==> config.mk <==
export PLATFORM = sky130hd
export DESIGN_NAME = console_link_stop_and_wait
export DESIGN_NICKNAME = d
export VERILOG_FILES = /design/src/rtl/core/clsw_pkg.sv /design/src/rtl/core/console_link_stop_and_wait.sv
export VERILOG_INCLUDE_DIRS = /design/src /design/src/rtl/core
export SDC_FILE = /design/constraint.sdc
export NUM_CORES = 1
export LEC_CHECK = 0
export BUFFER_PORTS_ARGS = -buffer_cell sky130_fd_sc_hd__buf_2
export CAP_MARGIN = 20
export CELL_PAD_IN_SITES_DETAIL_PLACEMENT = 0
export CELL_PAD_IN_SITES_GLOBAL_PLACEMENT = 1
export CORE_ASPECT_RATIO = 1.25
export CORE_MARGIN = 1
export CORE_UTILIZATION = 35
export DETAILED_ROUTE_END_ITERATION = 10
export PLACE_DENSITY = 0.71
export SYNTH_ARGS = -nofsm -noshare
export SYNTH_HDL_FRONTEND = slang
export SYNTH_SLANG_ARGS = --single-unit
==> constraint.sdc <==
create_clock -name clk -period 4 [get_ports clk]
set_clock_uncertainty 0.05 [all_clocks]
set_input_delay 0.8 -clock clk [delete_from_list [all_inputs] [get_ports clk]]
set_output_delay 0.8 -clock clk [all_outputs]
set_load 0.02 [all_outputs]
==> src/rtl/core/console_link_stop_and_wait_macros.svh <==
// Assertion macros for the console link stop-and-wait block.
// Included by the RTL files that carry concurrent checks; no other dependencies.
`ifndef CONSOLE_LINK_STOP_AND_WAIT_MACROS_SVH
`define CONSOLE_LINK_STOP_AND_WAIT_MACROS_SVH
`ifndef SYNTHESIS
`define CLSW_ASSERT_NEXT(label, clk, rst_n, pre, post, msg) \
  label: assert property (@(posedge clk) disable iff (!rst_n) (pre) |=> (post)) \
    else $error(msg);
`define CLSW_ASSERT_NOW(label, clk, rst_n, pre, post, msg) \
  label: assert property (@(posedge clk) disable iff (!rst_n) (pre) |-> (post)) \
    else $error(msg);
`else
`define CLSW_ASSERT_NEXT(label, clk, rst_n, pre, post, msg)
`define CLSW_ASSERT_NOW(label, clk, rst_n, pre, post, msg)
`endif
`endif

==> src/rtl/core/clsw_pkg.sv <==
// Shared types and constants for the console link stop-and-wait block.
// No dependencies.
package clsw_pkg;

  localparam int unsigned OP_W     = 2;
  localparam int unsigned LEN_W    = 11;
  localparam int unsigned MAC_W    = 48;
  localparam int unsigned ETYPE_W  = 16;
  localparam int unsigned BYTE_W   = 8;
  localparam int unsigned ACTION_W = 3;
  localparam int unsigned CFG_IDX_W = 2;
  localparam int unsigned CFG_DATA_W = MAC_W;
  localparam int unsigned IN_DATA_W  = 112;
  localparam int unsigned OUT_DATA_W = 24;

  localparam logic [LEN_W-1:0] MAX_LEN = 11'd1496;

  localparam logic [OP_W-1:0] OP_TICK = 2'd0;
  localparam logic [OP_W-1:0] OP_KEY  = 2'd1;
  localparam logic [OP_W-1:0] OP_RX   = 2'd2;

  localparam logic [BYTE_W-1:0] KIND_DATA  = 8'd3;
  localparam logic [BYTE_W-1:0] KIND_ACK   = 8'd4;
  localparam logic [BYTE_W-1:0] KIND_OFFER = 8'd6;
  localparam logic [BYTE_W-1:0] KIND_RESET = 8'd7;

  localparam logic [ACTION_W-1:0] ACT_NONE       = 3'd0;
  localparam logic [ACTION_W-1:0] ACT_SEND       = 3'd1;
  localparam logic [ACTION_W-1:0] ACT_RESEND     = 3'd2;
  localparam logic [ACTION_W-1:0] ACT_DELIVER    = 3'd3;
  localparam logic [ACTION_W-1:0] ACT_CLOSE_TIME = 3'd4;
  localparam logic [ACTION_W-1:0] ACT_CLOSE_PEER = 3'd5;

  localparam logic [CFG_IDX_W-1:0] REG_PEER_MAC   = 2'd0;
  localparam logic [CFG_IDX_W-1:0] REG_CONN_TAG   = 2'd1;
  localparam logic [CFG_IDX_W-1:0] REG_ETHER_TYPE = 2'd2;

  localparam logic [1:0] RESENDS_MAX = 2'd2;

  typedef struct packed {
    logic [LEN_W-1:0]   rx_len;
    logic [BYTE_W-1:0]  rx_seq;
    logic [BYTE_W-1:0]  rx_conn;
    logic [BYTE_W-1:0]  rx_kind;
    logic [ETYPE_W-1:0] rx_ether_type;
    logic [MAC_W-1:0]   rx_src_mac;
    logic [LEN_W-1:0]   key_len;
  } in_fields_t;

  function automatic logic [LEN_W-1:0] clamp_len(input logic [LEN_W-1:0] v);
    clamp_len = (v > MAX_LEN) ? MAX_LEN : v;
  endfunction

endpackage

==> src/rtl/core/console_link_stop_and_wait.sv <==
// Console link stop-and-wait control: input register, event logic, result register.
// Depends on clsw_pkg and console_link_stop_and_wait_macros.svh.
//
// The block takes one event per clock cycle unless the result register is
// stalled, and gives one result beat for each event. An event is held in an
// input register, the sequence and retry state is updated from it by
// combinational compares and small counter steps, and the result is held
// in an output register. Input readiness follows the output side: a stalled
// result register stalls the input register, so in_tready depends on
// out_tready in the same cycle. After a close, every event yields action none
// until reset. Configuration must only be written while no event is in flight.
`include "console_link_stop_and_wait_macros.svh"

module console_link_stop_and_wait (
  input  logic                              clk,
  input  logic                              rst_n,
  input  logic                              cfg_we,
  input  logic [clsw_pkg::CFG_IDX_W-1:0]    cfg_index,
  input  logic [clsw_pkg::CFG_DATA_W-1:0]   cfg_wdata,
  input  logic                              in_tvalid,
  output logic                              in_tready,
  // Fields from bit 0: key_len, rx_src_mac, rx_ether_type, rx_kind, rx_conn,
  // rx_seq, rx_len, zero fill.
  input  logic [clsw_pkg::IN_DATA_W-1:0]    in_tdata,
  // Fields from bit 0: op.
  input  logic [clsw_pkg::OP_W-1:0]         in_tuser,
  output logic                              out_tvalid,
  input  logic                              out_tready,
  // Fields from bit 0: seq_out, len_out, zero fill.
  output logic [clsw_pkg::OUT_DATA_W-1:0]   out_tdata,
  // Fields from bit 0: action.
  output logic [clsw_pkg::ACTION_W-1:0]     out_tuser
);
  import clsw_pkg::*;

  localparam int unsigned FIELDS_W = $bits(in_fields_t);

  logic [MAC_W-1:0]   peer_mac_r;
  logic [BYTE_W-1:0]  conn_tag_r;
  logic [ETYPE_W-1:0] ether_type_r;

  logic               in_v_r;
  logic [OP_W-1:0]    op_r;
  in_fields_t         fld_r;

  logic               out_v_r;
  logic [ACTION_W-1:0] action_r;
  logic [BYTE_W-1:0]  seq_out_r;
  logic [LEN_W-1:0]   len_out_r;

  logic [BYTE_W-1:0]  send_seq_r, send_seq_nxt;
  logic [BYTE_W-1:0]  last_recv_r, last_recv_nxt;
  logic [LEN_W-1:0]   pending_r, pending_nxt;
  logic [1:0]         resends_r, resends_nxt;
  logic               closed_r, closed_nxt;

  logic [ACTION_W-1:0] action_nxt;
  logic [BYTE_W-1:0]  seq_nxt;
  logic [LEN_W-1:0]   len_nxt;
  logic               hdr_match;
  logic               fire;

  assign fire      = in_v_r && (!out_v_r || out_tready);
  assign in_tready = !in_v_r || fire;

  always_ff @(posedge clk) begin
    if (!rst_n) begin
      peer_mac_r   <= '0;
      conn_tag_r   <= '0;
      ether_type_r <= '0;
    end else if (cfg_we) begin
      case (cfg_index)
        REG_PEER_MAC:   peer_mac_r   <= cfg_wdata;
        REG_CONN_TAG:   conn_tag_r   <= cfg_wdata[BYTE_W-1:0];
        REG_ETHER_TYPE: ether_type_r <= cfg_wdata[ETYPE_W-1:0];
        default: ;
      endcase
    end
  end

  always_ff @(posedge clk) begin
    if (!rst_n) begin
      in_v_r <= 1'b0;
    end else if (in_tready) begin
      in_v_r <= in_tvalid;
    end
  end

  always_ff @(posedge clk) begin
    if (in_tready && in_tvalid) begin
      op_r  <= in_tuser;
      fld_r <= in_fields_t'(in_tdata[FIELDS_W-1:0]);
    end
  end

  assign hdr_match = (fld_r.rx_src_mac == peer_mac_r) &&
                     (fld_r.rx_ether_type == ether_type_r);

  always_comb begin
    send_seq_nxt  = send_seq_r;
    last_recv_nxt = last_recv_r;
    pending_nxt   = pending_r;
    resends_nxt   = resends_r;
    closed_nxt    = closed_r;
    action_nxt    = ACT_NONE;
    seq_nxt       = '0;
    len_nxt       = '0;
    if (!closed_r) begin
      case (op_r)
        OP_TICK: begin
          if (pending_r != '0) begin
            if (resends_r == 2'd0) begin
              closed_nxt = 1'b1;
              action_nxt = ACT_CLOSE_TIME;
            end else begin
              resends_nxt = resends_r - 2'd1;
              action_nxt  = ACT_RESEND;
              seq_nxt     = send_seq_r;
              len_nxt     = pending_r;
            end
          end
        end
        OP_KEY: begin
          send_seq_nxt = send_seq_r + 8'd1;
          pending_nxt  = clamp_len(fld_r.key_len);
          resends_nxt  = RESENDS_MAX;
          action_nxt   = ACT_SEND;
          seq_nxt      = send_seq_nxt;
          len_nxt      = pending_nxt;
        end
        OP_RX: begin
          if (hdr_match) begin
            if (fld_r.rx_kind == KIND_OFFER) begin
              closed_nxt = 1'b1;
              action_nxt = ACT_CLOSE_PEER;
            end else if (fld_r.rx_conn == conn_tag_r) begin
              case (fld_r.rx_kind)
                KIND_DATA: begin
                  if (fld_r.rx_seq != last_recv_r) begin
                    last_recv_nxt = fld_r.rx_seq;
                    action_nxt    = ACT_DELIVER;
                    seq_nxt       = fld_r.rx_seq;
                    len_nxt       = clamp_len(fld_r.rx_len);
                  end
                end
                KIND_ACK: begin
                  if (fld_r.rx_seq == send_seq_r) begin
                    pending_nxt = '0;
                  end
                end
                KIND_RESET: begin
                  closed_nxt = 1'b1;
                  action_nxt = ACT_CLOSE_PEER;
                end
                default: ;
              endcase
            end
          end
        end
        default: ;
      endcase
    end
  end

  always_ff @(posedge clk) begin
    if (!rst_n) begin
      send_seq_r  <= '0;
      last_recv_r <= 8'hFF;
      pending_r   <= '0;
      resends_r   <= '0;
      closed_r    <= 1'b0;
      out_v_r     <= 1'b0;
    end else begin
      if (fire) begin
        send_seq_r  <= send_seq_nxt;
        last_recv_r <= last_recv_nxt;
        pending_r   <= pending_nxt;
        resends_r   <= resends_nxt;
        closed_r    <= closed_nxt;
        out_v_r     <= 1'b1;
      end else if (out_tready) begin
        out_v_r <= 1'b0;
      end
    end
  end

  always_ff @(posedge clk) begin
    if (fire) begin
      action_r  <= action_nxt;
      seq_out_r <= seq_nxt;
      len_out_r <= len_nxt;
    end
  end

  assign out_tvalid = out_v_r;
  assign out_tuser  = action_r;
  assign out_tdata  = {{(OUT_DATA_W - BYTE_W - LEN_W){1'b0}}, len_out_r, seq_out_r};

  `CLSW_ASSERT_NEXT(a_closed_sticky, clk, rst_n, closed_r, closed_r, "link reopened without reset")
  `CLSW_ASSERT_NEXT(a_closed_quiet, clk, rst_n, closed_r && fire, action_r == ACT_NONE, "result after close")
  `CLSW_ASSERT_NEXT(a_tick_idle, clk, rst_n, fire && (op_r == OP_TICK) && (pending_r == '0), action_r == ACT_NONE, "tick acted with nothing pending")
  `CLSW_ASSERT_NOW(a_zero_payload, clk, rst_n, out_v_r && ((action_r == ACT_NONE) || (action_r == ACT_CLOSE_TIME) || (action_r == ACT_CLOSE_PEER)), out_tdata == '0, "payload set on empty result")

endmodule

======== Word level (Yosys, flattened, before mapping) ========
Index checks and enable logic that the tools add are counted.
word-level totals
  bits in registers ....................... 238
  bits of input ports ..................... 169
  output and inout port bits .............. 29
operators by class
  add/sub/neg operators ................... 2
  $lt $le $gt $ge ......................... 2
  equal/unequal tests ..................... 20
  mux-type cells .......................... 45
  bitwise gates (word level) .............. 2
  reductions and logical operators ........ 21
operator list
  cell                    count
  $mux W11                14
  $mux W8                 7
  $eq A48 B48 Y1          1
  $pmux W11 S3            1
  $eq A8 B3 Y1 const B    3
  $pmux W8 S3             1
  $gt A11 B11 Y1 const B  2
  $pmux W11 S2            1
  $eq A16 B16 Y1          1
  $eq A8 B8 Y1            2
  $reduce_and A8 Y1       2
  $mux W3                 5
  $ne A2 B2 Y1 const B    7
  $reduce_bool A11 Y1     1
  $mux W1                 9
  $pmux W3 S3             1
  $add A8 B1 Y8 const B   1
  $eq A8 B2 Y1 const B    1
  $ne A8 B8 Y1            1
  $logic_not A2 Y1        3
  $mux W2                 3
  $pmux W3 S2             1
  $reduce_and A2 Y1       3
  $reduce_bool A2 Y1      3
  other kinds (11)        18

======== Logic depth before layout (Yosys ltp) ========
Gate-level depths: netlist (run 1).
  word-level depth ........................ 8
  mapped depth ............................ 8
  depth with buffers taken out ............ 7

======== Least setup slack after synthesis (run 1) ========
OpenSTA, ideal clock, no wires.
  path type ............................... input to register
  start ................................... input out_tready
  end ..................................... register fld_r[0] in the netlist's numbering, enable pin
  library setup time ...................... 0.484 ns
  arrival time ............................ 3.702 ns
  required time ........................... 3.466 ns
  setup slack ............................. -0.236 ns
  stages .................................. 3
  path buffers ............................ 0
  cell sequence ........................... nor2b_1 > nand2_1 > and2_1
between the ends
  longest elaborated chain between the ends .. 4
RTL lines
  what                  RTL line                          text
  from (decl)           console_link_stop_and_wait.sv:28  input logic out_tready,
  $logic_or A1 B1 Y1    console_link_stop_and_wait.sv:63  assign fire = in_v_r && (!out_v_r || out_tready);
  $logic_and A1 B1 Y1   console_link_stop_and_wait.sv:63
  $logic_or A1 B1 Y1    console_link_stop_and_wait.sv:64  assign in_tready = !in_v_r || fire;
  via in_tready         console_link_stop_and_wait.sv:21  output logic in_tready,
  $logic_and A1 B1 Y1   console_link_stop_and_wait.sv:90  if (in_tready && in_tvalid) begin
  to (signal assigned)  console_link_stop_and_wait.sv:92  fld_r <= in_fields_t'(in_tdata[FIELDS_W-1:0]);
  to (decl)             console_link_stop_and_wait.sv:44  in_fields_t fld_r;
The timed path passes the listed nets, and every way through them passes these cells.
A chain may end at the register's enable or synchronous reset.

======== Worst setup path in the final report (run 1) ========
  start ................................... register op_r[0]
  end ..................................... register len_out_r[7], data pin
between the ends
  longest elaborated chain between the ends .. 2
  elaborated cells between the ends (all ways) .. 4
  classes of those cells .................. eq/ne: 2; mux: 1; reduce/logical: 1
RTL lines
  what                                  RTL line                           text
  from (decl)                           console_link_stop_and_wait.sv:43   logic [OP_W-1:0] op_r;
  from (signal assigned)                console_link_stop_and_wait.sv:91   op_r <= in_tuser;
  $eq A2 B2 Y1 (tied with other cells)  console_link_stop_and_wait.sv:109  case (op_r)
  $pmux W11 S3 *                        console_link_stop_and_wait.sv:109
  to (signal assigned)                  console_link_stop_and_wait.sv:191  len_out_r <= len_nxt;
  to (decl)                             console_link_stop_and_wait.sv:49   logic [LEN_W-1:0] len_out_r;
Mark *: on every way between the ends. The rest lies on a longest branch, timed or not.

==> results.py, run 1 <==
metrics = {
    "route": {
        "wl_per_cell_um": 17.38,
        "drt_iter0_markers": 293,
        "viasPerCell": 4.952,
        "vias": 7087,
        "drt-total-wl_um": 24870,
        "drt-pass1-iter-count": 4,
        "drc": 0,
        "ant_nets": 0,
    },
    "global_routing": {
        "grt_start_max_net_pins": 58,
        "met2_usage_pct": 31.07,
        "busiest_layer": "met2",
        "met3_usage_pct": 3.995,
        "grt.met1_usage_pct": 21.36,
        "antenna_found_initial": 8,
        "overflow": 0,
        "grt_pass1_wl_um": 38650,
        "grt_pass1_vias": 7074,
        "grt_usage_pct": 17.70,
    },
    "worst_setup_path": {
        "path_cells": "nor4_1 > nand3_1 > nor4_1 > nand3b_1 > or2_2 > o31ai_1",
        "worstSetupEndpointType": "flop",
        "critPathMaxStageDelay_ps": 580,
        "critPathMaxFanout": 18,
        "critPathLaunchType": "flop",
        "cp_slowest_cell": "edfxtp_1",
        "crit_type": "reg -> reg",
        "ff2ff_path_depth": 6,
        "crit_top_cell": "nor4_1",
        "cp_data_arrival_time_ps": 3260,
        "required_ps": 4300,
    },
    "clocking": {
        "clock-sinks": 238,
        "post_cts_buffers": 0,
        "postCtsHoldBufs": 0,
        "cts_buffers": 26,
        "ctsHtreeMaxLevel": 1,
        "path_clk_slew_ps": 60,
        "insertion_delay_ps": 530,
        "clockBufferDepth": 3,
        "tritoncts": "done",
        "root_buffer": "clkbuf_16",
        "cts.repair.resized": 0,
    },
    "synth": {
        "synth_top_family_by_area": "simple AND/OR/NAND/NOR gates",
        "yosysSeqAreaShare_pct": 62.51,
        "synthMuxAreaShare_pct": 0.9222,
        "synth-edff-count": 134,
        "synthAdderAreaFrac_pct": 0.2562,
        "synth_compound_area_share_pct": 10.95,
        "synth_xor_xnor_area_share_pct": 8.518,
        "synth_area_um2": 9768,
        "yosysWarningCount": 0,
        "ys_ff_latch": 238,
        "async_reset_ff_share_pct": 0,
        "yosysUniqueCellTypes": 55,
        "avgSynthCellArea_um2": 11.19,
        "synth-simple-area-share_pct": 14.22,
        "syn_inst": 873,
        "ys.flop_type": "edfxtp_1",
    },
    "timing": {
        "max_slew.worst_pin.slew_ps": 963.0,
        "setup_tns_ps": 0,
        "final.min_clock_period_ps": 2961,
        "finalHoldViolCount": 0,
        "setup_viol": 0,
        "drv_slew": 0,
        "period_share_pct": 74.02,
        "relSlewSlack_pct": 35.70,
        "rsz0062_at_grt": "no",
        "max_freq_ghz": 0.3378,
    },
    "die": {
        "start_util_pct": 35.43,
        "rows": 68,
        "coreArea_um2": 27570,
        "die_width_um": 151.4,
        "ios": 198,
        "die_area_um2": 28590,
        "die_h_um": 188.8,
    },
    "layout": {
        "fillers": 2671,
        "syn2layout_area_growth_pct": 23.17,
        "mostFrequentLayoutCells": "buf_2, nand2_1, edfxtp_1, dfxtp_1, xnor2_1",
        "drive_above_1_share_pct": 23.91,
        "multi_input_area_um2": 3432,
        "final_common_cell": "buf_2",
        "final_cells": 1431,
        "nNetsFinal": 1231,
        "ff_latch_area_um2": 6106,
    },
    "power_and_ir_drop": {
        "vdd_ir_drop_max_v": 0.0002569,
        "finalPower_uw": 5784,
        "leakagePower_uw": 0.004400,
        "powerDensity_nw_per_um2": 480.7,
    },
    "job": {
        "drv_cap": 0,
    },
    "placement": {
        "gp_congestion": 0.8312,
        "port_buffers": 190,
        "hpwlAfterDp_um": 17630,
        "dp_cells": 1382,
    },
    "worst_hold_path": {
        "hp-class": "in -> reg",
        "min_path_cells": 1,
    },
    "outcome": {
        "status": "complete, no violations",
    },
}
cell families (layout without fill, tap and decap cells):
group | count (synthesis) | in the layout
and+or+nand+nor | 291 | 291
DFF | 238 | 238
AOI/OAI and AO/OA | 177 | 177
xor gates and xnor gates | 95 | 95
buffers and inverters | 60 | 262
muxes | 9 | 9
adders and majority gates | 2 | 2
other | 1 | 7
synth_stat cells (5+ instances only):
cell type	number	share of area, %
nand2_1	155	6.0
edfxtp_1	134	41
dfxtp_1	104	21
xnor2_1	90	8.1
a21oi_1	83	4.3
clkbuf_1	37	1.4
nor2_1	37	1.4
o21ai_0	31	1.6
nand4_1	29	1.9
nand3_1	17	0.87
inv_1	15	0.58
o22ai_1	12	0.77
a32oi_1	10	0.90
mux2i_1	9	0.92
nor3_1	9	0.46
nor4_1	9	0.58
a31oi_1	8	0.51
a21o_1	6	0.46
and3_1	6	0.38
a221o_1	5	0.51
buf_4	5	0.38
xor2_1	5	0.45
where the power goes:
| part | internal [uW] | switching (uW) |
|---|---|---|
| logic | 169 | 235 |
| registers | 2710 | 73.7 |
| clock network | 1630 | 974 |
metrics by stage:
stage / hold slack (ps) / setup WS, ps / utilization (%) / cell area (um^2)
2_1_floorplan: 382.9 / 1004 / - / 9784
3_3_place_gp: 396.8 / 1032 / 40.19 / 11080
3_5_place_dp: 400.9 / 1023 / 40.19 / 11080
4_1_cts: 367.2 / 1012 / 43.63 / 12030
5_1_grt: 368.7 / 846.2 / 43.64 / 12030
6_report: 390.7 / 1039 / 43.65 / 12030
cell type report:
type,instances,share of cell area [%]
flip-flops and latches,238,50.75
repair buffers,199,8.673
clock buffers,36,6.500
inverters,16,0.4992
well taps,350,3.640
diodes,2,0.04160
multi-input cells,579,28.53
clock inverters,11,1.373
worst max-delay path: cells and delay by family, from the launching register on:
| kind | cells | cell delay (ps) |
|---|---|---|
| AO/OA/AOI/OAI | 1 | 290 |
| AND/OR/NAND/NOR | 5 | 1860 |
| flip-flops | 1 | 580 |
final timing paths:
path	from	endpoint	slack, ps
min	in_tdata[3]	fld_r[3]$_DFFE_PP_	390
max reg2reg	op_r[0]$_DFFE_PP_	len_out_r[7]$_SDFFCE_PP0P_	1040
max	op_r[0]$_DFFE_PP_	len_out_r[7]$_SDFFCE_PP0P_	1040
min reg2reg	resends_r[1]$_SDFFE_PN0P_	resends_r[1]$_SDFFE_PN0P_	410
metal layers:
metal  share of wire, %  wire length [um]
met5               0.23                57
met4                1.9               469
met3                6.1              1516
met2                 51             12580
met1                 41             10240
flip-flops by register name (all words and copies together), names as in the netlist:
name          flops
conn_tag_r        8
resends_r         2
peer_mac_r       48
op_r              2
fld_r           110
in_v_r            1
seq_out_r         8
out_tuser         3
out_tvalid        1
send_seq_r        8
closed_r          1
ether_type_r     16
pending_r        11
len_out_r        11
last_recv_r       8
Power figures use the tool's default switching activity.
==> inputs of run 2 (changes only) <==
Settings changed: PLACE_DENSITY 0.71 to 0.68.
Clock period 4 ns to 2.9 ns, I/O delays scaled along.
==> run 2 against run 1 <==
Flip-flop and latch count unchanged. Power up 35%. Design area up 0.60%. Clock power up 30%. Sequential share of layout area down 0.30 points. Largest power group unchanged. Routed wire length up 2.2%. Critical endpoint unchanged.
==> results.py, run 2 (synthesis results as in run 1) <==
metrics = {
    "route": {
        "ant_nets": 0,
        "drt_iter0_markers": 302,
        "viasPerCell": 4.952,
        "drc": 0,
        "drt-pass1-iter-count": 4,
        "wl_per_cell_um": 17.58,
        "drt-total-wl_um": 25410,
        "vias": 7156,
    },
    "placement": {
        "port_buffers": 190,
        "hpwlAfterDp_um": 18040,
        "dp_cells": 1393,
        "gp_congestion": 0.8177,
    },
    "timing": {
        "setup_tns_ps": 0,
        "max_freq_ghz": 0.3784,
        "drv_slew": 0,
        "relSlewSlack_pct": 42.28,
        "period_share_pct": 91.13,
        "setup_viol": 0,
        "rsz0062_at_grt": "no",
        "max_slew.worst_pin.slew_ps": 864.9,
        "final.min_clock_period_ps": 2643,
        "finalHoldViolCount": 0,
    },
    "clocking": {
        "root_buffer": "clkbuf_16",
        "ctsHtreeMaxLevel": 1,
        "clock-sinks": 238,
        "clockBufferDepth": 3,
        "path_clk_slew_ps": 60,
        "insertion_delay_ps": 530,
        "cts.repair.resized": 0,
        "cts_buffers": 26,
        "postCtsHoldBufs": 0,
        "post_cts_buffers": 0,
        "tritoncts": "done",
    },
    "layout": {
        "reg_top3": "fld_r x110, peer_mac_r x48, ether_type_r x16",
        "final_cells": 1445,
        "regMostFlops": "fld_r",
        "largest_reg_flops": 110,
        "mostFrequentLayoutCells": "buf_2, nand2_1, edfxtp_1, dfxtp_1, xnor2_1",
        "final_common_cell": "buf_2",
        "drive_above_1_share_pct": 24.38,
        "syn2layout_area_growth_pct": 23.91,
        "nNetsFinal": 1242,
    },
    "power_and_ir_drop": {
        "power_frac_comb_pct": 7.4,
        "powerDensity_nw_per_um2": 644.0,
        "pwr-share-clk_pct": 43.4,
        "vdd_ir_drop_max_v": 0.0004559,
        "power_switching_share_pct": 22.69,
        "p_seq_share_pct": 49.2,
        "p_sw_uw": 1769,
        "leakagePower_uw": 0.004439,
        "internal-power_uw": 6027,
    },
    "outcome": {
        "status": "complete, no violations",
    },
    "die": {
        "die_h_um": 188.8,
        "coreArea_um2": 27570,
        "start_util_pct": 35.43,
        "ios": 198,
        "die_area_um2": 28590,
        "rows": 68,
        "die_width_um": 151.4,
    },
    "worst_setup_path": {
        "crit_type": "reg -> reg",
        "required_ps": 3200,
        "r2r_start": "fld_r[44]$_DFFE_PP_",
        "rrSetupSlack_ps": 260,
        "critPathLaunchType": "flop",
        "crit_end": "len_out_r[7]$_SDFFCE_PP0P_",
        "critPathMaxFanout": 18,
        "crit_start": "fld_r[44]$_DFFE_PP_",
        "cp_data_arrival_time_ps": 2950,
        "ff2ff_path_depth": 8,
        "rr_endpoint": "len_out_r[7]$_SDFFCE_PP0P_",
        "worstSetupEndpointType": "flop",
    },
    "global_routing": {
        "grt_usage_pct": 18.06,
        "grt_start_max_net_pins": 49,
        "antenna_found_initial": 11,
        "grt_pass1_wl_um": 39160,
        "overflow": 0,
        "grt_pass1_vias": 7192,
    },
    "worst_hold_path": {
        "hp-class": "in -> reg",
        "min_path_cells": 1,
    },
    "job": {
        "drv_cap": 0,
    },
}
## run 2: cell count changes in the layout (fill, tap and decap cells not counted), sizes merged
cell	delta
clkbuf	-2
diode	+2
bufinv	-1
buf	+11
clkinv	+4
## run 2: cell type report
class	instances	area, um^2
inverters	16	60.06
fillers	2658	15460
clock buffers	34	733.2
clock inverters	14	148.9
multi-input cells	579	3432
flip-flops and latches	238	6106
diodes	4	10.01
well taps	350	437.9
repair buffers	210	1176
## run 2: power groups by stage
| stage | logic (uW) | clock network (uW) | registers (uW) |
|---|---|---|---|
| final | 578 | 3380 | 3830 |
| after global routing | 638 | 3610 | 3850 |
| after CTS | 589 | 3480 | 3840 |
| after detailed placement | 587 | 0 | 3910 |
| after global placement | 581 | 0 | 3900 |
| after floorplan | 306 | 0 | 3900 |
## run 2: worst max-delay path, stage by stage (launching register included)
cell	delay, ps
edfxtp_1	370
xnor2_1	150
nand4_1	180
nor3_1	450
buf_4	220
nand4_4	100
buf_4	190
or2_2	460
o31ai_1	290
## run 2: per-stage QoR
step	hold slack, ps	utilization [%]	cell area [um^2]	setup WS, ps	total power [uW]
final	170.4	43.91	12100	257.2	7795
after global routing	140.8	43.91	12100	116.4	8101
after CTS	144.9	43.87	12090	261.8	7902
after detailed placement	406.6	40.67	11210	275.7	4495
after global placement	389.5	40.67	11210	291.3	4486
after floorplan	382.9	-	9784	124.0	4205
## run 2: worst min-delay path by stage
stage | startpoint | to
final | in_tdata[66] | fld_r[66]$_DFFE_PP_
after global routing | in_tdata[55] | fld_r[55]$_DFFE_PP_
after CTS | in_tdata[10] | fld_r[10]$_DFFE_PP_
after detailed placement | resends_r[1]$_SDFFE_PN0P_ | resends_r[1]$_SDFFE_PN0P_
after global placement | resends_r[1]$_SDFFE_PN0P_ | resends_r[1]$_SDFFE_PN0P_
after floorplan | resends_r[1]$_SDFFE_PN0P_ | resends_r[1]$_SDFFE_PN0P_
## run 2: metal layers
layer	up-vias	GRT usage [%]	wire [um]	share of wire [%]
met4	12	4.538	452	1.8
met1	3340	21.25	10120	40
met3	43	4.843	1848	7.3
li1	3530	-	-	-
met2	231	32.00	12910	51
met5	-	0	77	0.30
